## src/rbfe_pkg.sv

```systemverilog
// shared types and constants for the ring buffer frame extractor
package rbfe_pkg;

  localparam int unsigned Depth = 64;
  localparam int unsigned PtrW = $clog2(Depth);

  localparam logic [1:0] KindStored  = 2'd0;
  localparam logic [1:0] KindDropped = 2'd1;
  localparam logic [1:0] KindNone    = 2'd2;
  localparam logic [1:0] KindFrame   = 2'd3;

  localparam logic CmdWrite = 1'b0;
  localparam logic CmdGet   = 1'b1;

  localparam logic RegHeader = 1'b0;
  localparam logic RegMinBuf = 1'b1;

  typedef struct packed {
    logic       cmd;
    logic [7:0] data_byte;
  } in_item_t;

  typedef struct packed {
    logic [1:0] kind;
    logic [7:0] frame_byte;
    logic [5:0] frame_length;
    logic       last;
  } out_item_t;

  typedef enum logic [3:0] {
    StIdle, StWrite, StHdrRd, StHdrChk, StLenRd, StLenChk,
    StSumRd, StSumAcc, StChkCmp, StEmitRd, StEmit, StNone
  } state_e;

endpackage

```

## src/rbfe_ram.sv

```systemverilog
// generic single-port-write ram with registered read
module rbfe_ram #(
  parameter int unsigned Width = 8,
  parameter int unsigned Depth = 64
) (
  input  logic                     clk_i,
  input  logic                     we_i,
  input  logic [$clog2(Depth)-1:0] waddr_i,
  input  logic [Width-1:0]         wdata_i,
  input  logic [$clog2(Depth)-1:0] raddr_i,
  output logic [Width-1:0]         rdata_o
);

  logic [Width-1:0] mem_q [Depth];

  always_ff @(posedge clk_i) begin
    if (we_i) begin
      mem_q[waddr_i] <= wdata_i;
    end
    rdata_o <= mem_q[raddr_i];
  end

endmodule

```

## src/rbfe_fifo.sv

```systemverilog
// small queue of items between front and back
module rbfe_fifo (
  input  logic                clk_i,
  input  logic                rst_ni,
  input  logic                push_i,
  input  rbfe_pkg::in_item_t  data_i,
  output logic                full_o,
  input  logic                pop_i,
  output rbfe_pkg::in_item_t  data_o,
  output logic                empty_o
);

  rbfe_pkg::in_item_t mem_q [2];
  logic       wp_q, rp_q;
  logic [1:0] cnt_q;

  assign full_o  = (cnt_q == 2'd2);
  assign empty_o = (cnt_q == 2'd0);
  assign data_o  = mem_q[rp_q];

  // storage
  always_ff @(posedge clk_i) begin
    if (push_i && !full_o) begin
      mem_q[wp_q] <= data_i;
    end
  end

  // pointers and count
  always_ff @(posedge clk_i or negedge rst_ni) begin
    if (!rst_ni) begin
      wp_q  <= 1'b0;
      rp_q  <= 1'b0;
      cnt_q <= 2'd0;
    end else begin
      if (push_i && !full_o) wp_q <= ~wp_q;
      if (pop_i && !empty_o) rp_q <= ~rp_q;
      cnt_q <= cnt_q + 2'((push_i && !full_o) ? 1 : 0) - 2'((pop_i && !empty_o) ? 1 : 0);
    end
  end

endmodule

```

## src/rbfe_back.sv

```systemverilog
// sequencer that stores bytes, scans for frames and emits results
module rbfe_back (
  input  logic                clk_i,
  input  logic                rst_ni,
  input  logic                avail_i,
  input  rbfe_pkg::in_item_t  item_i,
  output logic                take_o,
  input  logic [7:0]          header_i,
  input  logic [5:0]          min_buf_i,
  output logic                res_valid_o,
  output rbfe_pkg::out_item_t res_o,
  input  logic                res_ready_i
);

  localparam int unsigned PW = rbfe_pkg::PtrW;

  rbfe_pkg::state_e state_q, state_d;
  logic [PW-1:0] rp_q, rp_d, wp_q, wp_d;
  logic [PW-1:0] off_q, off_d;
  logic [PW:0]   len_q, len_d;
  logic [7:0]    sum_q, sum_d;
  logic [7:0]    data_q, data_d;
  logic          drop_q, drop_d;

  logic          we;
  logic [PW-1:0] raddr;
  logic [7:0]    rdata;
  logic [PW-1:0] count;
  logic [PW:0]   thresh;
  logic [PW-1:0] len_lo;

  assign count  = wp_q - rp_q;
  assign thresh = (min_buf_i < 6'd2) ? (PW+1)'(2) : (PW+1)'(min_buf_i);
  assign len_lo = len_q[PW-1:0];

  rbfe_ram #(.Width(8), .Depth(rbfe_pkg::Depth)) u_ram (
    .clk_i  (clk_i),
    .we_i   (we),
    .waddr_i(wp_q),
    .wdata_i(data_q),
    .raddr_i(raddr),
    .rdata_o(rdata)
  );

  // next state
  always_comb begin
    state_d = state_q;
    rp_d = rp_q; wp_d = wp_q; off_d = off_q; len_d = len_q;
    sum_d = sum_q; data_d = data_q; drop_d = drop_q;
    case (state_q)
      rbfe_pkg::StIdle: begin
        if (avail_i) begin
          data_d = item_i.data_byte;
          if (item_i.cmd == rbfe_pkg::CmdWrite) begin
            drop_d  = (count == PW'(rbfe_pkg::Depth - 1));
            state_d = rbfe_pkg::StWrite;
          end else begin
            state_d = rbfe_pkg::StHdrRd;
          end
        end
      end
      rbfe_pkg::StWrite: begin
        if (res_ready_i) begin
          if (!drop_q) wp_d = wp_q + PW'(1);
          state_d = rbfe_pkg::StIdle;
        end
      end
      rbfe_pkg::StHdrRd: begin
        if ((PW+1)'(count) < thresh) state_d = rbfe_pkg::StNone;
        else state_d = rbfe_pkg::StHdrChk;
      end
      rbfe_pkg::StHdrChk: begin
        if (rdata != header_i) begin
          rp_d = rp_q + PW'(1);
          state_d = rbfe_pkg::StHdrRd;
        end else begin
          state_d = rbfe_pkg::StLenRd;
        end
      end
      rbfe_pkg::StLenRd: state_d = rbfe_pkg::StLenChk;
      rbfe_pkg::StLenChk: begin
        if (rdata < 8'd2 || rdata > 8'(rbfe_pkg::Depth - 1)) begin
          rp_d = rp_q + PW'(1);
          state_d = rbfe_pkg::StHdrRd;
        end else if ((PW+1)'(count) < rdata[PW:0]) begin
          state_d = rbfe_pkg::StNone;
        end else begin
          len_d = rdata[PW:0];
          off_d = '0;
          sum_d = '0;
          state_d = rbfe_pkg::StSumRd;
        end
      end
      rbfe_pkg::StSumRd: state_d = rbfe_pkg::StSumAcc;
      rbfe_pkg::StSumAcc: begin
        if (off_q == len_lo - PW'(1)) begin
          state_d = rbfe_pkg::StChkCmp;
        end else begin
          sum_d = sum_q + rdata;
          off_d = off_q + PW'(1);
          state_d = rbfe_pkg::StSumRd;
        end
      end
      rbfe_pkg::StChkCmp: begin
        if (sum_q != rdata) begin
          rp_d = rp_q + PW'(1);
          state_d = rbfe_pkg::StHdrRd;
        end else begin
          off_d = '0;
          state_d = rbfe_pkg::StEmitRd;
        end
      end
      rbfe_pkg::StEmitRd: state_d = rbfe_pkg::StEmit;
      rbfe_pkg::StEmit: begin
        if (res_ready_i) begin
          if (off_q == len_lo - PW'(1)) begin
            rp_d = rp_q + len_lo;
            state_d = rbfe_pkg::StIdle;
          end else begin
            off_d = off_q + PW'(1);
            state_d = rbfe_pkg::StEmitRd;
          end
        end
      end
      rbfe_pkg::StNone: begin
        if (res_ready_i) state_d = rbfe_pkg::StIdle;
      end
      default: state_d = rbfe_pkg::StIdle;
    endcase
  end

  // outputs
  always_comb begin
    take_o = 1'b0;
    we = 1'b0;
    res_valid_o = 1'b0;
    res_o = '0;
    res_o.last = 1'b1;
    raddr = rp_q;
    case (state_q)
      rbfe_pkg::StIdle: take_o = avail_i;
      rbfe_pkg::StWrite: begin
        res_valid_o = 1'b1;
        res_o.kind = drop_q ? rbfe_pkg::KindDropped : rbfe_pkg::KindStored;
        we = res_ready_i && !drop_q;
      end
      rbfe_pkg::StLenRd: raddr = rp_q + PW'(1);
      // keep the address steady so the read data holds while waiting
      rbfe_pkg::StSumRd, rbfe_pkg::StSumAcc, rbfe_pkg::StEmitRd: raddr = rp_q + off_q;
      rbfe_pkg::StEmit: begin
        raddr = rp_q + off_q;
        res_valid_o = 1'b1;
        res_o.kind = rbfe_pkg::KindFrame;
        res_o.frame_byte = rdata;
        res_o.frame_length = 6'(len_q);
        res_o.last = (off_q == len_lo - PW'(1));
      end
      rbfe_pkg::StNone: begin
        res_valid_o = 1'b1;
        res_o.kind = rbfe_pkg::KindNone;
      end
      default: ;
    endcase
  end

  // state registers
  always_ff @(posedge clk_i or negedge rst_ni) begin
    if (!rst_ni) begin
      state_q <= rbfe_pkg::StIdle;
      rp_q <= '0;
      wp_q <= '0;
    end else begin
      state_q <= state_d;
      rp_q <= rp_d;
      wp_q <= wp_d;
    end
  end

  // working registers
  always_ff @(posedge clk_i) begin
    off_q <= off_d; len_q <= len_d; sum_q <= sum_d;
    data_q <= data_d; drop_q <= drop_d;
  end

endmodule

```

## src/ring_buffer_frame_extractor.sv

```systemverilog
// top level of the ring buffer frame extractor
// A write item takes the sequencer from idle to the write state, which offers its
// result to the result side. A get item walks the buffer through the single
// registered read port of the byte ram: a header read and check per byte
// discarded as a non-header, also a length read and check for a bad length, a
// read and accumulate step per checksummed byte and a read and emit step per
// emitted frame byte. A full result side stalls the sequencer. Items queue in
// a two-entry input queue and results in a two-entry output queue; the user is
// to write configuration only while the block is idle, not enforced by the block.
module ring_buffer_frame_extractor (
  input  logic                clk_i,
  input  logic                rst_ni,
  input  logic                push,
  input  rbfe_pkg::in_item_t  in_item_i,
  output logic                full,
  output logic                empty,
  input  logic                pop,
  output rbfe_pkg::out_item_t out_item_o,
  input  logic                cfg_valid,
  output logic                cfg_ready,
  input  logic                cfg_index_i,
  input  logic [7:0]          cfg_data_i
);

  logic               avail_n, take;
  rbfe_pkg::in_item_t item;
  logic               res_valid, res_ready;
  rbfe_pkg::out_item_t res;
  logic [7:0]         header_q;
  logic [5:0]         min_buf_q;
  rbfe_pkg::out_item_t ob_q [2];
  logic               ob_wp_q, ob_rp_q;
  logic [1:0]         ob_cnt_q;

  assign cfg_ready = 1'b1;

  // configuration registers
  always_ff @(posedge clk_i or negedge rst_ni) begin
    if (!rst_ni) begin
      header_q  <= 8'hAA;
      min_buf_q <= 6'd4;
    end else if (cfg_valid) begin
      if (cfg_index_i == rbfe_pkg::RegHeader) header_q <= cfg_data_i;
      else min_buf_q <= cfg_data_i[5:0];
    end
  end

  rbfe_fifo u_fifo (
    .clk_i  (clk_i),
    .rst_ni (rst_ni),
    .push_i (push),
    .data_i (in_item_i),
    .full_o (full),
    .pop_i  (take),
    .data_o (item),
    .empty_o(avail_n)
  );

  rbfe_back u_back (
    .clk_i      (clk_i),
    .rst_ni     (rst_ni),
    .avail_i    (!avail_n),
    .item_i     (item),
    .take_o     (take),
    .header_i   (header_q),
    .min_buf_i  (min_buf_q),
    .res_valid_o(res_valid),
    .res_o      (res),
    .res_ready_i(res_ready)
  );

  // result queue
  assign res_ready  = (ob_cnt_q != 2'd2);
  assign empty      = (ob_cnt_q == 2'd0);
  assign out_item_o = ob_q[ob_rp_q];

  always_ff @(posedge clk_i) begin
    if (res_valid && res_ready) ob_q[ob_wp_q] <= res;
  end

  always_ff @(posedge clk_i or negedge rst_ni) begin
    if (!rst_ni) begin
      ob_wp_q <= 1'b0; ob_rp_q <= 1'b0; ob_cnt_q <= 2'd0;
    end else begin
      if (res_valid && res_ready) ob_wp_q <= ~ob_wp_q;
      if (pop && !empty) ob_rp_q <= ~ob_rp_q;
      ob_cnt_q <= ob_cnt_q + 2'((res_valid && res_ready) ? 1 : 0)
                - 2'((pop && !empty) ? 1 : 0);
    end
  end

endmodule

```

## config.mk

```make
export PLATFORM = sky130hd
export DESIGN_NAME = ring_buffer_frame_extractor
export DESIGN_NICKNAME = d
export VERILOG_FILES = /design/src/rbfe_pkg.sv /design/src/rbfe_ram.sv /design/src/rbfe_fifo.sv /design/src/rbfe_back.sv /design/src/ring_buffer_frame_extractor.sv
export SDC_FILE = /design/constraint.sdc
export NUM_CORES = 1
export LEC_CHECK = 0
export BUFFER_PORTS_ARGS = -buffer_cell sky130_fd_sc_hd__buf_2
export CORE_ASPECT_RATIO = 0.8
export CORE_MARGIN = 4
export CORE_UTILIZATION = 40
export CTS_BUF_LIST = sky130_fd_sc_hd__clkbuf_2
export CTS_CLUSTER_DIAMETER = 40
export DETAILED_ROUTE_END_ITERATION = 10
export GPL_ROUTABILITY_DRIVEN = 0
export PLACE_DENSITY_LB_ADDON = 0.3
export SYNTH_ARGS = -nofsm -noshare
export SYNTH_HDL_FRONTEND = slang
export SYNTH_SLANG_ARGS = --single-unit
```

## constraint.sdc

```tcl
create_clock -name clk_i -period 5.7 [get_ports clk_i]
set_input_delay 0.855 -clock clk_i [delete_from_list [all_inputs] [get_ports clk_i]]
set_output_delay 0.855 -clock clk_i [all_outputs]
set_load 0.01 [all_outputs]
```

## After elaboration in Yosys (flattened, before gate mapping)

Memories as Yosys holds them, arrays and structs flattened. A register that Yosys moved wholly into a read port is not among the register bits.
Index checks and enable logic that the tools add are counted.

- Memories: 3
- Input port bits: 23
- Flip-flop bits (word level): 67
- Word-level logic and storage cells: 149
- Output and inout port bits: 20
- Bits in writable memories: 564

- Muxes and demuxes: 46
- $add $sub $neg: 12
- Bitwise logic cells: 10
- Equality and inequality tests: 28
- Reductions and logical operators: 29
- Order comparisons: 5

Memories:

| memory | words | width | read ports | clocked after Yosys merged registers in | write ports | RTL line | RTL |
|---|---|---|---|---|---|---|---|
| u_back.u_ram.mem_q | 64 | 8 | 1 | 1 | 1 | rbfe_ram.sv:14 | `logic [Width-1:0] mem_q [Depth];` |
| ob_q | 2 | 17 | 1 | 0 | 1 | ring_buffer_frame_extractor.sv:31 | `rbfe_pkg::out_item_t ob_q [2];` |
| u_fifo.mem_q | 2 | 9 | 1 | 0 | 1 | rbfe_fifo.sv:13 | `rbfe_pkg::in_item_t mem_q [2];` |

Operator list:

| cell | number |
|---|---|
| 6-bit 2-to-1 mux | 11 |
| 6-bit one-hot mux with 4 select lines | 2 |
| 4-bit one-hot mux with 11 select lines | 1 |
| 4-bit 2-to-1 mux | 9 |
| 8-bit 2-to-1 mux | 3 |
| 6-bit by 1-bit adder with 6-bit output, second input constant | 3 |
| 4-bit by 3-bit equality test with 1-bit output, second input constant | 4 |
| 4-bit equality test, second input constant | 4 |
| 8-bit != test | 2 |
| 8-bit one-hot mux with 2 select lines | 1 |
| 15-bit 2-to-1 mux | 1 |
| 6-bit by 7-bit < comparator with 1-bit output | 2 |
| 1-bit 2-to-1 mux | 14 |
| 2-bit != test, second input constant | 7 |
| 6-bit adder | 2 |
| 6-bit one-hot mux with 2 select lines | 1 |
| 3-bit AND reduction | 4 |
| 2-bit by 1-bit != test with 1-bit output, second input constant | 5 |
| 1-bit NOT | 10 |
| 8-bit adder | 1 |
| 4-bit by 2-bit equality test with 1-bit output, second input constant | 2 |
| 8-bit by 6-bit > comparator with 1-bit output, second input constant | 1 |
| 8-bit by 2-bit < comparator with 1-bit output, second input constant | 1 |
| 4-bit nonzero test | 2 |
| 27 further kinds | 37 |

## Depth between registers and ports, before layout

- Word-level depth: 7
- Depth in mapped cells: 14
- Depth with buffers taken out: 14

## Modules after synthesis

From an unflattened synthesis, not the netlist that was laid out.

- Cell total of the unflattened synthesis: 1515
- Area total of the unflattened synthesis: 26924.6 um^2

Modules (own cells, without submodules):

| module | seq. area each (um^2) | times used | cells each | area an instance (um^2) |
|---|---|---|---|---|
| rbfe_ram | 15534.9 | 1 | 940 | 20166.8 |
| rbfe_back | 1271.2 | 1 | 423 | 3837.4 |
| ring_buffer_frame_extractor | 1477.7 | 1 | 104 | 2057.0 |
| rbfe_fifo | 640.6 | 1 | 48 | 863.3 |

## Worst setup path before layout

No wires, ideal clock.

- Path type: register -> register
- From: reg u_back.rp_q[1]
- To: reg u_back.sum_q[0], enable pin
- Path slack: 2.493 ns
- Path buffers: 0
- Period minus slack after synthesis: 3.207 ns
- Data required time: 5.330 ns
- Library setup time: 0.370 ns
- Stages on the path, launching flop included: 14
- Arrival: 2.836 ns
- Path through: dfrtp_1 -> inv_1 -> ha_1 -> a21o_1 -> a21o_1 -> a21o_1 -> a21oi_1 -> xnor2_1 -> ha_1 -> nor2_1 -> a21oi_1 -> nand2b_1 -> o21a_1 -> nor2_1

- Longest elaborated chain between the ends: 4

RTL lines:

| item | RTL line | RTL |
|---|---|---|
| start, declared | rbfe_back.sv:18 | `logic [PW-1:0] rp_q, rp_d, wp_q, wp_d;` |
| start signal, assigned | rbfe_back.sv:174 | `rp_q <= rp_d;` |
| 6-bit subtractor | rbfe_back.sv:32 | `assign count = wp_q - rp_q;` |
| 6-bit by 7-bit < comparator with 1-bit output | rbfe_back.sv:85 | `end else if ((PW+1)'(count) < rdata[PW:0]) begin` |
| 2-bit != test (no line) | -- |  |
| 4-bit AND reduction (no line) | -- |  |
| end signal, assigned | rbfe_back.sv:181 | `off_q <= off_d; len_q <= len_d; sum_q <= sum_d;` |
| end, declared | rbfe_back.sv:21 | `logic [7:0] sum_q, sum_d;` |

No other way between the ends.
A chain may end at the register's enable or synchronous reset.

## Worst setup path after layout

- From: reg u_back.state_q[0]
- To: reg u_back.u_ram.rdata_o[4], read port of u_back.u_ram.mem_q

- Longest elaborated chain between the ends: 3
- Elaborated cells on any way between the ends: 7
- Those cells by class: eq/ne: 5; mux: 1; reduce/logical: 1

RTL lines:

| item | RTL line | RTL |
|---|---|---|
| start, declared | rbfe_back.sv:17 | `rbfe_pkg::state_e state_q, state_d;` |
| start signal, assigned | rbfe_back.sv:169 | `state_q <= rbfe_pkg::StIdle;` |
| start signal, assigned | rbfe_back.sv:173 | `state_q <= state_d;` |
| 4-bit by 3-bit equality test with 1-bit output or 4-bit equality test (tied branches) | rbfe_back.sv:140 | `case (state_q)` |
| 4-bit OR reduction (no line) | -- |  |
| 6-bit one-hot mux with 2 select lines (*) | rbfe_back.sv:140 |  |
| end, declared | rbfe_ram.sv:11 | `output logic [Width-1:0] rdata_o` |

Every way passes the cells marked *; elsewhere a longest branch is shown, timed or not.

==> impl_metrics.csv <==
group,metric,value,unit
synth,syn_area_per_cell,14.9,um2
floorplanning,die_w,303,um
power_and_ir_drop,p_switching,6350,uW
detailed_routing,antenna_left,0,
layout,final_cell_area,0.0307,mm2
sta,rsz0062_at_grt,"no",
synth,yosysWarnings,0,
power_and_ir_drop,internal-power,9570,uW
power_and_ir_drop,powerDensity,518,mW/mm2
place,dp_slack,1170,ps
detailed_routing,dr.pass1.iters,6,
sta,fin_setup_tns,0,ps
detailed_routing,vias_per_cell,5.41,
sta,finalWorstSetupSlack,1060,ps
floorplanning,rows,86,
synth,yosysSeqAreaShare,67.8,%
sta,finClkSkew,120,ps
synth,async_flop_share,5.95,%
sta,hold_viol_final,0,
sta,drv_slew,0,
worst_setup_path,cp.required,6870,ps
cts,root_buffer,"clkbuf_2",
synth,synth_nets,1942,
cts,htreeDepth,4,
power_and_ir_drop,swShare,39.9,%
cts,cts_buffer_depth,3,
sta,setup_viol,0,
sta,post-route-min-period,4640,ps
place,place_area,0.0290,mm2
synth,synth_cell_types,84,
min_path,hp-class,"in -> async",
synth,synth-seq-cells,639,
power_and_ir_drop,combPwrFrac,41.3,%
worst_setup_path,cp-end-kind,"flop",
power_and_ir_drop,vdd_ir_drop_max,0.296,mV
cts,cts_resized,0,
power_and_ir_drop,p_clk_share,19.0,%
floorplanning,start_util,40.5,%
layout,drive_above_1_share,20.9,%
detailed_routing,vias,16700,
worst_setup_path,arrival,5810,ps
place,dp_hpwl,42.8,mm
layout,area_delta_synth_final,10.1,%
place,placed_cells,2775,
sta,worst_pin_slew,1200,ps
global_routing,grt_usage,18.6,%
synth,synth_cells,1875,
synth,synth_area,0.0279,mm2
detailed_routing,wl_per_cell,22.2,um
power_and_ir_drop,p_leak,0.0110,uW
global_routing,grt_overflow,0,
floorplanning,dieArea,0.0741,mm2
synth,synth_edf_count,593,
place,io_buffers,41,
outcome,status,"completed",
detailed_routing,routed_wl,68.5,mm
flow_run,drv_cap,0,
sta,slew_headroom,19.9,%
layout,fin_cells,3089,
floorplanning,pin_count,43,
worst_setup_path,path_class,"reg -> reg",
worst_setup_path,start_kind,"flop",
synth,synth_ff_type,"edfxtp_1",
cts,tritoncts,"built",
layout,finish.utilization,44.5,%
sta,min_period_over_period,81.4,%
cts,postCtsSetupBuffers,0,
worst_setup_path,r2r_slack,1060,ps
layout,nets,2105,
global_routing,grt_max_degree,65,
global_routing,antenna_found_initial,3,
layout,nFillCells,6165,
global_routing,grt_pass1_wl,104,mm
floorplanning,die_h,244,um
detailed_routing,drtIter0Drc,1731,
cts,clock_latency,1340,ps
global_routing,grt_pass1_vias,17000,
cts,cts_made_buffers,159,
sta,fmax,215,MHz
cts,cts_sinks,639,
detailed_routing,remaining_drc_errors,0,
cts,clk_pin_slew,100,ps
worst_setup_path,worstPathMaxFanout,33,
floorplanning,coreArea,0.0690,mm2
power_and_ir_drop,seq_power_share,39.7,%
layout by cell type (no fill, tap or decap), types with 19 or more instances in the layout:
| master | n |
|---|---|
| mux2i_1 | 228 |
| nor2_1 | 124 |
| dlygate4sd3_1 | 26 |
| a211oi_1 | 22 |
| a21oi_1 | 29 |
| dfrtp_1 | 33 |
| ha_1 | 40 |
| buf_2 | 41 |
| nor3_1 | 19 |
| nand3_1 | 46 |
| buf_4 | 34 |
| clkbuf_2 | 226 |
| nand2_1 | 159 |
| clkinv_1 | 35 |
| inv_1 | 44 |
| mux2_2 | 96 |
| o22ai_1 | 20 |
| xnor2_1 | 45 |
| nand4_1 | 25 |
| edfxtp_1 | 593 |
layer usage:
layer,wire [um],track usage (%),vias up
met5,0,0,-
met4,1450,6.59,0
met3,5300,4.70,116
met2,30600,27.5,640
met1,31200,26.7,8388
li1,-,-,7581
metrics by stage:
step                      hold slack, ps  power, uW
after floorplan                      460      10900
after global placement               476      12800
after detailed placement             487      12900
after CTS                           42.5      16000
after global routing                91.2      16800
final                                213      15900
Yosys cell counts (all sizes together), types with 7 or more instances:
| library cell | n | area share [%] |
|---|---|---|
| a32o | 7 | 0.25 |
| a211oi | 24 | 0.71 |
| edfxtp | 593 | 64 |
| o22ai | 20 | 0.45 |
| nor2b | 13 | 0.29 |
| buf | 70 | 1.6 |
| nor3 | 21 | 0.41 |
| nor2 | 125 | 1.7 |
| nand3b | 7 | 0.19 |
| clkbuf | 31 | 0.42 |
| a21o | 12 | 0.32 |
| a311o | 8 | 0.29 |
| o2111ai | 13 | 0.41 |
| ha | 40 | 1.8 |
| o21ai | 14 | 0.25 |
| and3 | 10 | 0.22 |
| a21oi | 31 | 0.57 |
| inv | 44 | 0.59 |
| xnor2 | 45 | 1.4 |
| o31ai | 7 | 0.19 |
| a221oi | 7 | 0.29 |
| mux2 | 96 | 3.9 |
| xor2 | 11 | 0.35 |
| nand3 | 47 | 0.86 |
| and2 | 13 | 0.29 |
| nand2 | 159 | 2.1 |
| mux2i | 228 | 8.2 |
| nand4 | 25 | 0.56 |
| dfrtp | 33 | 3.0 |
| dfxtp | 8 | 0.57 |
worst paths after layout:
kind | from | endpoint | cells after the start
max | u_back.state_q[0] | u_back.u_ram.rdata_o[4] | 8
min | rst_ni | u_fifo.cnt_q[1] | 2
max reg2reg | u_back.state_q[0] | u_back.u_ram.rdata_o[4] | 8
min reg2reg | u_fifo.wp_q | u_fifo.wp_q | 1
max in group asynchronous | rst_ni | u_back.wp_q[5] | 2
min in group clk_i | in_item_i[1] | u_fifo.mem_q[1][1] | 2
registers in the layout, summed over array words and instances, names as in the netlist, 4 cells and up:
signal	count
u_back.u_ram.mem_q	512
ob_q	34
u_fifo.mem_q	18
header_q	8
u_back.data_q	8
u_back.sum_q	8
u_back.u_ram.rdata_o	8
min_buf_q	6
u_back.len_q	6
u_back.off_q	6
u_back.rp_q	6
u_back.wp_q	6
u_back.state_q	4
critical path, cell delays in order (launching register included):
cell and delay, ps:
dfrtp_1 780, or4_1 650, and4_1 270, a21oi_4 930, buf_4 440, mux2i_1 170, a22o_1 290, o31ai_1 840
nor3_1 80
power by group through the flow:
stage               logic (uW)  clock network (uW)  registers, uW
floorplan                 4420                   0           6460
global placement          6380                   0           6410
detailed placement        6520                   0           6420
global route              7060                3390           6360
finish                    6580                3020           6320
CTS                       6560                3120           6320
repair_timing:
action                                  4_1_cts  5_1_grt
endpoints found under the hold margin        84        0
hold buffers                                 26        0
endpoints found under the setup margin        0        0
area by class of cell:
class | count | area, um2 | share of cell area, %
sequential | 639 | 18900 | 61.6
multi-input combinational | 1091 | 8290 | 27.0
tap | 924 | 1160 | 3.76
clock buffer | 226 | 1130 | 3.68
timing repair buffer | 103 | 761 | 2.48
clock inverter | 52 | 275 | 0.896
inverter | 44 | 165 | 0.538
antenna | 10 | 25.0 | 0.0814
cells by family after synthesis:
kind of cell / Yosys count / synth area share (%)
flops: 639 / 67.8
simple gates: 458 / 7.86
mux: 324 / 12.1
compound gates: 208 / 5.79
buf+inv: 145 / 2.62
xor+xnor: 56 / 1.76
fa+ha+maj: 44 / 2.08
other cells: 1 / 0.0134
(Power assumes the default switching activity.)
